<file path="config.mk">
export PLATFORM = sky130hd
export DESIGN_NAME = decimal_modular_exponentiation_unit_flat
export DESIGN_NICKNAME = d
export VERILOG_FILES = /design/src/hdl/dme_pkg.sv /design/src/hdl/dme_if.sv /design/src/hdl/dme_mulmod.sv /design/src/hdl/decimal_modular_exponentiation_unit.sv /design/src/flat_wrapper.sv
export SDC_FILE = /design/constraint.sdc
export NUM_CORES = 2
export LEC_CHECK = 0
export BUFFER_PORTS_ARGS = -buffer_cell sky130_fd_sc_hd__buf_2
export CORE_MARGIN = 1
export CORE_UTILIZATION = 45
export CTS_CLUSTER_DIAMETER = 80
export DETAILED_ROUTE_END_ITERATION = 6
export GPL_TIMING_DRIVEN = 0
export PLACE_DENSITY = 0.59
export SYNTH_ARGS = -nofsm -noshare
export SYNTH_HDL_FRONTEND = slang
export SYNTH_SLANG_ARGS = --single-unit
</file>
<file path="constraint.sdc">
create_clock -name clk -period 7 [get_ports clk]
set_input_delay 1.4 -clock clk [delete_from_list [all_inputs] [get_ports clk]]
set_output_delay 1.4 -clock clk [all_outputs]
set_load 0.1 [all_outputs]
</file>
<file path="src/hdl/dme_pkg.sv">
package dme_pkg;
	localparam int MOD_BITS_DEF = 60;
	localparam int CFG_W = 60;
	localparam int RES_W = 60;
	localparam int DIG_W = 4;
	localparam logic [63:0] MOD_RESET = 64'd1000000007;
	localparam logic CMD_BASE = 1'b0;
	localparam logic CMD_EXP = 1'b1;
endpackage

</file>
<file path="src/hdl/dme_if.sv">
interface dme_in_if
	import dme_pkg::*;
();
	logic valid;
	logic ready;
	logic command;
	logic [DIG_W-1:0] digit;
	logic last;

	modport source (output valid, output command, output digit, output last, input ready);
	modport sink (input valid, input command, input digit, input last, output ready);
endinterface

interface dme_out_if
	import dme_pkg::*;
();
	logic valid;
	logic ready;
	logic [RES_W-1:0] power_residue;

	modport source (output valid, output power_residue, input ready);
	modport sink (input valid, input power_residue, output ready);
endinterface

</file>
<file path="src/hdl/dme_mulmod.sv">
// Serial modular multiplier: result = a * y mod m, y taken MSB first,
// one double-and-add step per cycle. a must already be below m.
module dme_mulmod
	import dme_pkg::*;
#(
	parameter int MOD_BITS = MOD_BITS_DEF
) (
	input  logic                  clk,
	input  logic                  arst_n,
	input  logic                  start,
	input  logic [MOD_BITS-1:0]   m,
	input  logic [MOD_BITS-1:0]   a,
	input  logic [MOD_BITS+3:0]   y,
	output logic                  done,
	output logic [MOD_BITS-1:0]   result
);
	localparam int YB = MOD_BITS + 4;
	localparam int CW = $clog2(YB + 1);
	localparam int TW = MOD_BITS + 2;

	logic [MOD_BITS-1:0] acc_q;
	logic [MOD_BITS-1:0] a_q;
	logic [YB-1:0]       y_q;
	logic [CW-1:0]       cnt_q;
	logic                busy_q;
	logic                done_q;

	logic [TW-1:0] t;
	logic [TW-1:0] m1;
	logic [TW-1:0] m2;
	logic [TW-1:0] t_next;

	// 2*acc + bit*a stays below 3m; subtract m or 2m as needed
	always_comb begin
		t  = {1'b0, acc_q, 1'b0} + (y_q[YB-1] ? {2'b00, a_q} : {TW{1'b0}});
		m1 = {2'b00, m};
		m2 = {1'b0, m, 1'b0};
		if (t >= m2) begin
			t_next = t - m2;
		end else if (t >= m1) begin
			t_next = t - m1;
		end else begin
			t_next = t;
		end
	end

	always_ff @(posedge clk or negedge arst_n) begin
		if (!arst_n) begin
			busy_q <= 1'b0;
			done_q <= 1'b0;
			cnt_q  <= '0;
			acc_q  <= '0;
			a_q    <= '0;
			y_q    <= '0;
		end else begin
			done_q <= 1'b0;
			if (start) begin
				busy_q <= 1'b1;
				acc_q  <= '0;
				a_q    <= a;
				y_q    <= y;
				cnt_q  <= CW'(YB);
			end else if (busy_q) begin
				acc_q <= t_next[MOD_BITS-1:0];
				y_q   <= {y_q[YB-2:0], 1'b0};
				cnt_q <= cnt_q - 1'b1;
				if (cnt_q == CW'(1)) begin
					busy_q <= 1'b0;
					done_q <= 1'b1;
				end
			end
		end
	end

	assign done = done_q;
	assign result = acc_q;
endmodule

</file>
<file path="src/hdl/decimal_modular_exponentiation_unit.sv">
// Decimal modular exponentiation: computes base^exponent mod modulus, where base and
// exponent arrive one decimal digit per input beat, most significant digit first
// (command 0 = base digit, command 1 = exponent digit, last set on the final exponent
// digit), and the modulus sits in a configuration register (reset 1000000007, a zero
// modulus acts as one). Only the final exponent digit produces an output beat; the
// block then returns to base 0, running power 1. All arithmetic runs through a single
// serial double-and-add modular multiplier that retires one multiplier bit per cycle.
// A base digit takes two products (reduce base, fold in the digit). An exponent digit
// takes fifteen products (reduce the running power, raise it to the tenth, reduce the
// base, four square/multiply pairs over the digit bits, final product). The input is
// not ready while a digit is being worked on; a finished result waits in the output
// register while the next digit is accepted.
// Write the modulus only while the block is idle.
module decimal_modular_exponentiation_unit
	import dme_pkg::*;
#(
	parameter int MOD_BITS = MOD_BITS_DEF
) (
	input  logic             clk,
	input  logic             arst_n,
	input  logic             cfg_we,
	input  logic [CFG_W-1:0] cfg_wdata,
	dme_in_if.sink           in_ch,
	dme_out_if.source        out_ch
);
	localparam int YB = MOD_BITS + 4;

	typedef enum logic [3:0] {
		S_IDLE,
		S_BRED,
		S_FOLD,
		S_RRED,
		S_SQ1,
		S_SQ2,
		S_MUL5,
		S_SQ3,
		S_DSQ,
		S_DMUL,
		S_FIN,
		S_OUT
	} state_t;

	state_t state_q;

	logic [MOD_BITS-1:0] mod_q;
	logic [MOD_BITS-1:0] base_q;   // base residue, may exceed a changed modulus
	logic [MOD_BITS-1:0] pow_q;    // running power
	logic [MOD_BITS-1:0] b_q;      // base reduced
	logic [MOD_BITS-1:0] p_q;      // running power reduced, later its tenth power
	logic [MOD_BITS-1:0] t_q;      // scratch for the power chain and the result
	logic [MOD_BITS-1:0] q_q;      // base raised to the digit, built bit by bit
	logic [1:0]          k_q;      // digit bit under work
	logic                cmd_q;
	logic [DIG_W-1:0]    digit_q;
	logic                last_q;
	logic                start_q;
	logic                out_valid_q;
	logic [RES_W-1:0]    out_data_q;

	logic [MOD_BITS-1:0] m_eff;
	logic [MOD_BITS-1:0] one_r;
	logic [MOD_BITS-1:0] op_a;
	logic [YB-1:0]       op_y;
	logic [YB-1:0]       fold_y;
	logic [YB-1:0]       y_one;
	logic                mm_done;
	logic [MOD_BITS-1:0] mm_res;
	logic [63:0]         cfg_wide;
	logic [63:0]         res_wide;
	logic                out_free;

	// Zero modulus behaves as one; 1 mod m is then zero
	always_comb begin
		m_eff = (mod_q == '0) ? MOD_BITS'(1) : mod_q;
		one_r = (m_eff == MOD_BITS'(1)) ? '0 : MOD_BITS'(1);
		y_one = YB'(1);
		// base*10 + digit as 8b + 2b + d, fits in four extra bits
		fold_y = {1'b0, b_q, 3'b000} + {3'b000, b_q, 1'b0} + {{(YB-DIG_W){1'b0}}, digit_q};
	end

	// Operand select for the shared multiplier; the first operand is always reduced
	always_comb begin
		case (state_q)
			S_BRED: begin
				op_a = one_r;
				op_y = {4'b0000, base_q};
			end
			S_FOLD: begin
				op_a = one_r;
				op_y = fold_y;
			end
			S_RRED: begin
				op_a = one_r;
				op_y = {4'b0000, pow_q};
			end
			S_SQ1: begin
				op_a = p_q;
				op_y = {4'b0000, p_q};
			end
			S_SQ2, S_SQ3: begin
				op_a = t_q;
				op_y = {4'b0000, t_q};
			end
			S_MUL5: begin
				op_a = t_q;
				op_y = {4'b0000, p_q};
			end
			S_DSQ: begin
				op_a = q_q;
				op_y = {4'b0000, q_q};
			end
			S_DMUL: begin
				op_a = q_q;
				op_y = digit_q[k_q] ? {4'b0000, b_q} : y_one;
			end
			S_FIN: begin
				op_a = p_q;
				op_y = {4'b0000, q_q};
			end
			default: begin
				op_a = '0;
				op_y = '0;
			end
		endcase
	end

	dme_mulmod #(
		.MOD_BITS(MOD_BITS)
	) u_mulmod (
		.clk    (clk),
		.arst_n (arst_n),
		.start  (start_q),
		.m      (m_eff),
		.a      (op_a),
		.y      (op_y),
		.done   (mm_done),
		.result (mm_res)
	);

	// Keep only the low MOD_BITS bits of a written modulus
	assign cfg_wide = {{(64-CFG_W){1'b0}}, cfg_wdata};

	always_ff @(posedge clk or negedge arst_n) begin
		if (!arst_n) begin
			mod_q <= MOD_RESET[MOD_BITS-1:0];
		end else if (cfg_we) begin
			mod_q <= cfg_wide[MOD_BITS-1:0];
		end
	end

	assign res_wide = {{(64-MOD_BITS){1'b0}}, t_q};
	assign out_free = !out_valid_q || out_ch.ready;

	always_ff @(posedge clk or negedge arst_n) begin
		if (!arst_n) begin
			state_q     <= S_IDLE;
			base_q      <= '0;
			pow_q       <= MOD_BITS'(1);
			b_q         <= '0;
			p_q         <= '0;
			t_q         <= '0;
			q_q         <= '0;
			k_q         <= '0;
			cmd_q       <= CMD_BASE;
			digit_q     <= '0;
			last_q      <= 1'b0;
			start_q     <= 1'b0;
			out_valid_q <= 1'b0;
			out_data_q  <= '0;
		end else begin
			start_q <= 1'b0;
			// drop the result beat once taken
			if (out_valid_q && out_ch.ready) begin
				out_valid_q <= 1'b0;
			end
			case (state_q)
				S_IDLE: begin
					if (in_ch.valid) begin
						cmd_q   <= in_ch.command;
						digit_q <= in_ch.digit;
						last_q  <= in_ch.last;
						start_q <= 1'b1;
						state_q <= S_BRED;
					end
				end
				S_BRED: begin
					if (mm_done) begin
						b_q     <= mm_res;
						start_q <= 1'b1;
						state_q <= (cmd_q == CMD_EXP) ? S_RRED : S_FOLD;
					end
				end
				S_FOLD: begin
					if (mm_done) begin
						base_q  <= mm_res;
						state_q <= S_IDLE;
					end
				end
				S_RRED: begin
					if (mm_done) begin
						p_q     <= mm_res;
						start_q <= 1'b1;
						state_q <= S_SQ1;
					end
				end
				S_SQ1: begin
					if (mm_done) begin
						t_q     <= mm_res;
						start_q <= 1'b1;
						state_q <= S_SQ2;
					end
				end
				S_SQ2: begin
					if (mm_done) begin
						t_q     <= mm_res;
						start_q <= 1'b1;
						state_q <= S_MUL5;
					end
				end
				S_MUL5: begin
					if (mm_done) begin
						t_q     <= mm_res;
						start_q <= 1'b1;
						state_q <= S_SQ3;
					end
				end
				S_SQ3: begin
					if (mm_done) begin
						p_q     <= mm_res;
						q_q     <= one_r;
						k_q     <= 2'd3;
						start_q <= 1'b1;
						state_q <= S_DSQ;
					end
				end
				S_DSQ: begin
					if (mm_done) begin
						q_q     <= mm_res;
						start_q <= 1'b1;
						state_q <= S_DMUL;
					end
				end
				S_DMUL: begin
					if (mm_done) begin
						q_q     <= mm_res;
						start_q <= 1'b1;
						if (k_q == 2'd0) begin
							state_q <= S_FIN;
						end else begin
							k_q     <= k_q - 2'd1;
							state_q <= S_DSQ;
						end
					end
				end
				S_FIN: begin
					if (mm_done) begin
						if (last_q) begin
							t_q     <= mm_res;
							state_q <= S_OUT;
						end else begin
							pow_q   <= mm_res;
							state_q <= S_IDLE;
						end
					end
				end
				S_OUT: begin
					// hold until the output register is free, then restart
					if (out_free) begin
						out_valid_q <= 1'b1;
						out_data_q  <= res_wide[RES_W-1:0];
						base_q      <= '0;
						pow_q       <= MOD_BITS'(1);
						state_q     <= S_IDLE;
					end
				end
				default: begin
					state_q <= S_IDLE;
				end
			endcase
		end
	end

	assign in_ch.ready = (state_q == S_IDLE);
	assign out_ch.valid = out_valid_q;
	assign out_ch.power_residue = out_data_q;
endmodule

</file>
<file path="src/flat_wrapper.sv">
// flat-port wrapper written by rule: the top's interface ports become plain ports
module decimal_modular_exponentiation_unit_flat import dme_pkg::*;
#(
	parameter int MOD_BITS = MOD_BITS_DEF
)
  (clk, arst_n, cfg_we, cfg_wdata, in_ch_valid, in_ch_command, in_ch_digit, in_ch_last, in_ch_ready, out_ch_valid, out_ch_power_residue, out_ch_ready);
  dme_in_if in_ch_i ();
  dme_out_if out_ch_i ();
  input  logic clk;
  input  logic arst_n;
  input  logic cfg_we;
  input  logic [CFG_W-1:0] cfg_wdata;
  input wire logic [$bits(in_ch_i.valid)-1:0] in_ch_valid;
  input wire logic [$bits(in_ch_i.command)-1:0] in_ch_command;
  input wire logic [$bits(in_ch_i.digit)-1:0] in_ch_digit;
  input wire logic [$bits(in_ch_i.last)-1:0] in_ch_last;
  output wire logic [$bits(in_ch_i.ready)-1:0] in_ch_ready;
  output wire logic [$bits(out_ch_i.valid)-1:0] out_ch_valid;
  output wire logic [$bits(out_ch_i.power_residue)-1:0] out_ch_power_residue;
  input wire logic [$bits(out_ch_i.ready)-1:0] out_ch_ready;
  assign in_ch_i.valid = in_ch_valid;
  assign in_ch_i.command = in_ch_command;
  assign in_ch_i.digit = in_ch_digit;
  assign in_ch_i.last = in_ch_last;
  assign in_ch_ready = in_ch_i.ready;
  assign out_ch_valid = out_ch_i.valid;
  assign out_ch_power_residue = out_ch_i.power_residue;
  assign out_ch_i.ready = out_ch_ready;
  decimal_modular_exponentiation_unit #(.MOD_BITS(MOD_BITS)) u_core (.clk(clk), .arst_n(arst_n), .cfg_we(cfg_we), .cfg_wdata(cfg_wdata), .in_ch(in_ch_i), .out_ch(out_ch_i));
endmodule
</file>
==> Implementation_results.wiki <==
{| class="wikitable"
! Metric !! Value
|-
| Result of the run || finished, violations left
|-
| Failing checks || DRC, capacitance limit
|-
| Layout cell share with drive strength beyond 1 || between 10% and 20%
|-
| Die Footprint || approximately 100000 um2
|-
| Measured slew at the worst slew-check pin || between 1 and 1.5 ns
|-
| Global placer's final weighted congestion || 0.977
|-
| Vert. Die Dim || 317 um
|-
| Number of nets in the synthesized netlist || about 5000
|-
| All-layer global routing usage || about a third
|-
| Count leader, synth || sky130_fd_sc_hd__dfrtp_1
|-
| Final design area excluding fillers || around 50000 um2
|-
| # Max-Cap Violations || 1
|-
| Worst Hold Class || register to register
|-
| Detailed router's first-iteration violation count || slightly above 4000
|-
| Number of hold violations in the final report || 0
|-
| Flip-flop and latch count after synthesis || ~690
|-
| Clock tree from TritonCTS || done
|-
| Number of rows created at floorplan || between 100 and 150
|-
| Xor and xnor area share after synthesis || roughly 4.3%
|-
| Post-synthesis share of cell area spent on full adders, half adders and majority gates || around 8.7%
|-
| Fin. max-slew vios || 0
|-
| Number of CTS-inserted buffers || 83
|-
| Most instantiated flip-flop cell in the synthesis netlist || sky130_fd_sc_hd__dfrtp_1
|-
| Overall via count from detail_route || 39500
|-
| Syn-to-layout area delta || 14.0%
|-
| Seq/Total Area, Yosys || 38.6%
|-
| Highest Clock Rate || around 0.15 GHz
|-
| DRC errors left || 3
|-
| Num ports || 133
|-
| Slowest CP cell || sky130_fd_sc_hd__or4_4
|-
| Sw Share || between 20% and 30%
|-
| Critical path's largest stage delay || 0.58 ns
|-
| Nets || about 5400
|-
| Total power density per cell area || between 150 and 200 nW/um2
|-
| Post-synth top area share || a little under two fifths
|-
| Detail Route Antenna Nets || 0
|-
| Maximum number of pins on one net before global-route repair || 116
|-
| Kind of critical path || register to register
|-
| Count of port buffers added during placement || approximately 130
|-
| Hold bufs inserted after CTS || 0
|-
| Syn Std Cell Area || around 45000 um2
|-
| Basic-gate share of the synthesized area counting and, or, nand and nor cells || roughly an eighth
|-
| Sum of buffers and inverters on the critical path || 4
|-
| Worst endpoint data arrival time || 7.41 ns
|-
| # H-tree levels || 3
|-
| Clock network latency to the later pin of the worst-skew pair || 0.69 ns
|-
| First-pass GRT wire length || 251 mm
|-
| Number of global-route vias before repair || 38400
|-
| Clock Sinks || 687
|-
| Yosys warning total || 0
|-
| Main area contributors after synthesis || sky130_fd_sc_hd__dfrtp_1 (38%), sky130_fd_sc_hd__ha_1 (8.4%), sky130_fd_sc_hd__mux2_2 (6.3%), sky130_fd_sc_hd__o21ai_0 (4.5%), sky130_fd_sc_hd__nand2_1 (4.3%)
|-
| Data required time of the worst path || 7.55 ns
|-
| Internal power || 6.77 mW
|-
| Clock network fraction of total power || about half
|-
| Element type at the critical path end || register
|-
| Overall power || 9.12 mW
|-
| Synthesized-area fraction occupied by ao, oa, aoi and oai cells || ~24%
|-
| Static Leak || about 24 nW
|-
| Width of the die || around 320 um
|-
| Pre-Repair DR Iteration Count || 7
|-
| Part of the cycle the worst path needs || roughly 100%
|-
| Drt total wl || between 150 and 200 mm
|-
| Main combinational cell family by area after synthesis || compound AO/OA/AOI/OAI gates
|-
| Most instantiated cells after synthesis || sky130_fd_sc_hd__dfrtp_1 (670), sky130_fd_sc_hd__nand2_1 (507), sky130_fd_sc_hd__o21ai_0 (397)
|-
| Fraction of synthesized area in multiplexers || 7.98%
|-
| Effective utilization at floorplan || between 40% and 50%
|-
| Sum of overflow across all layers after global routing || 0
|-
| Maximum fanout along the worst path || 10
|-
| Setup Skew || roughly 0.032 ns
|-
| Number of enable flip-flop cells after synthesis || 0
|-
| Number of vias per cell after detailed routing || just over 6
|-
| Synth async-reset ratio || between 90% and 100%
|-
| Final setup violation count || 0
|-
| Delay-heaviest family, CP || compound AO/OA/AOI/OAI gates
|-
| Cell at the root of the clock tree || sky130_fd_sc_hd__clkbuf_16
|-
| Cell area reported after detailed placement || 47000 um2
|-
| Hpwl dp || 137 mm
|-
| Minimum period implied by the final worst setup slack || approximately 6.9 ns
|-
| Number of antenna violations at the first check in global routing || 2
|-
| Number of standard cells after synthesis || 4766
|-
| Buffer depth of the longest clock path || 3
|-
| Cell type contributing the most total cell area after synthesis || sky130_fd_sc_hd__dfrtp_1
|-
| Fraction of power consumed by sequential logic || 44.3%
|-
| Critical Path Start Type || register
|-
| Peak supply drop || approximately 0.00020 V
|-
| Switch Pwr || around 2.3 mW
|-
| Clock transition at the registers of the reported paths || 0.06 ns
|-
| Unique cell type count in the Yosys netlist || 91
|-
| Mean instance size in the synthesized netlist || 9.35 um2
|-
| Max_slew headroom || between 1 and 1.5%
|-
| Logic pwr share || under 10%
|-
| Core area || ~98000 um2
|-
| Post-DR wirelength/cell || 26.9 um
|}
## power groups by stage
stage	Combinational, mW	Clock, mW	Sequential (mW)
2_1_floorplan	0.337	0	4.10
3_3_place_gp	0.559	0	4.11
3_5_place_dp	0.574	0	4.11
4_1_cts	0.586	4.53	4.04
5_1_grt	0.659	4.68	4.04
6_report	0.592	4.49	4.04
## tightest hold or removal path: stages (launching register included)
cell                      delay (ns)
sky130_fd_sc_hd__dfrtp_1        0.34
sky130_fd_sc_hd__nand2_1        0.04
sky130_fd_sc_hd__o21ai_0        0.06
## final cells by class
cell class | instances | area (um2)
fillers | 9258 | 47500
multi-input cells | 3636 | 26300
flip-flops and latches | 687 | 17200
clock buffers | 116 | 2310
well taps | 1287 | 1610
plain buffers | 287 | 1240
repair buffers | 169 | 1140
inverters | 145 | 547
clock inverters | 35 | 492
diodes | 2 | 5.00
## per-layer routing
| metal | vias to the layer above | GRT usage (%) | share of wire [%] |
|---|---|---|---|
| met2 | 1608 | 53.8 | 45 |
| li1 | 18300 | - | - |
| met3 | 335 | 5.33 | 7.2 |
| met1 | 19300 | 45.4 | 42 |
| met4 | 0 | 16.5 | 5.5 |
| met5 | - | 0 | 0 |
## cells in the final DEF, fill, tap and decap left out, types with 80 or more instances in the layout
master	count
sky130_fd_sc_hd__dfrtp_1	668
sky130_fd_sc_hd__nand2_1	506
sky130_fd_sc_hd__o21ai_0	393
sky130_fd_sc_hd__a21oi_1	344
sky130_fd_sc_hd__ha_1	291
sky130_fd_sc_hd__clkbuf_1	253
sky130_fd_sc_hd__mux2_2	250
sky130_fd_sc_hd__nor2_1	220
sky130_fd_sc_hd__inv_1	144
sky130_fd_sc_hd__buf_2	130
sky130_fd_sc_hd__xnor2_1	125
sky130_fd_sc_hd__a21o_1	123
sky130_fd_sc_hd__a222oi_1	105
sky130_fd_sc_hd__a22oi_1	91
sky130_fd_sc_hd__and2_1	90
sky130_fd_sc_hd__clkbuf_16	84
sky130_fd_sc_hd__xor2_1	80
## final timing paths
check | slack, ns | cells after the start | from | end
max reg2reg | 0.14 | 30 | u_core.u_mulmod.y_q[63] | u_core.u_mulmod.result[53]
max | 0.14 | 30 | u_core.u_mulmod.y_q[63] | u_core.u_mulmod.result[53]
min reg2reg | 0.48 | 2 | u_core.base_q[2] | u_core.base_q[2]
min | 0.48 | 2 | u_core.base_q[2] | u_core.base_q[2]
min in group asynchronous | 0.62 | 1 | arst_n | u_core.last_q
max in group asynchronous | 4.67 | 4 | arst_n | u_core.pow_q[41]
## what timing repair did
action,4_1_cts,5_1_grt
endpoints found under the setup margin,60,60
endpoints found under the hold margin,0,0
pin swaps,18,15
setup buffers,17,13
resized for setup,103,63
## flip-flops by register name (all words and copies together) (netlist names), 2 cells and up
| name | flops |
|---|---|
| u_core.pow_q | 60 |
| u_core.digit_q | 4 |
| u_core.base_q | 60 |
| u_core.q_q | 60 |
| u_core.u_mulmod.cnt_q | 7 |
| u_core.u_mulmod.a_q | 60 |
| u_core.p_q | 60 |
| u_core.mod_q | 60 |
| u_core.u_mulmod.result | 60 |
| u_core.state_q | 4 |
| u_core.t_q | 60 |
| u_core.k_q | 2 |
| u_core.out_ch.power_residue | 60 |
| u_core.b_q | 60 |
| u_core.u_mulmod.y_q | 64 |
## cells by family (layout without fill, tap and decap cells)
kind of cell,Yosys count,count (layout)
other cells,0,2
fa+ha+maj,306,306
xor+xnor,221,221
buf+inv,443,752
simple gates,1176,1176
flops,687,687
mux,323,323
compound gates,1610,1610
## stage by stage
stage	instances	hold WS (ns)	setup slack, ns	utilization [%]	setup TNS, ns
floorplan	4766	0.447	1.24	-	0
global placement	6184	0.460	-10.67	47.7	-7333.41
detailed placement	6191	0.466	-2.77	47.9	-145.10
CTS	6356	0.483	0.00454	51.3	0
global route	6362	0.493	-0.0521	51.7	-0.640
finish	6364	0.480	0.140	51.7	0
(Power assumes the default switching activity.)
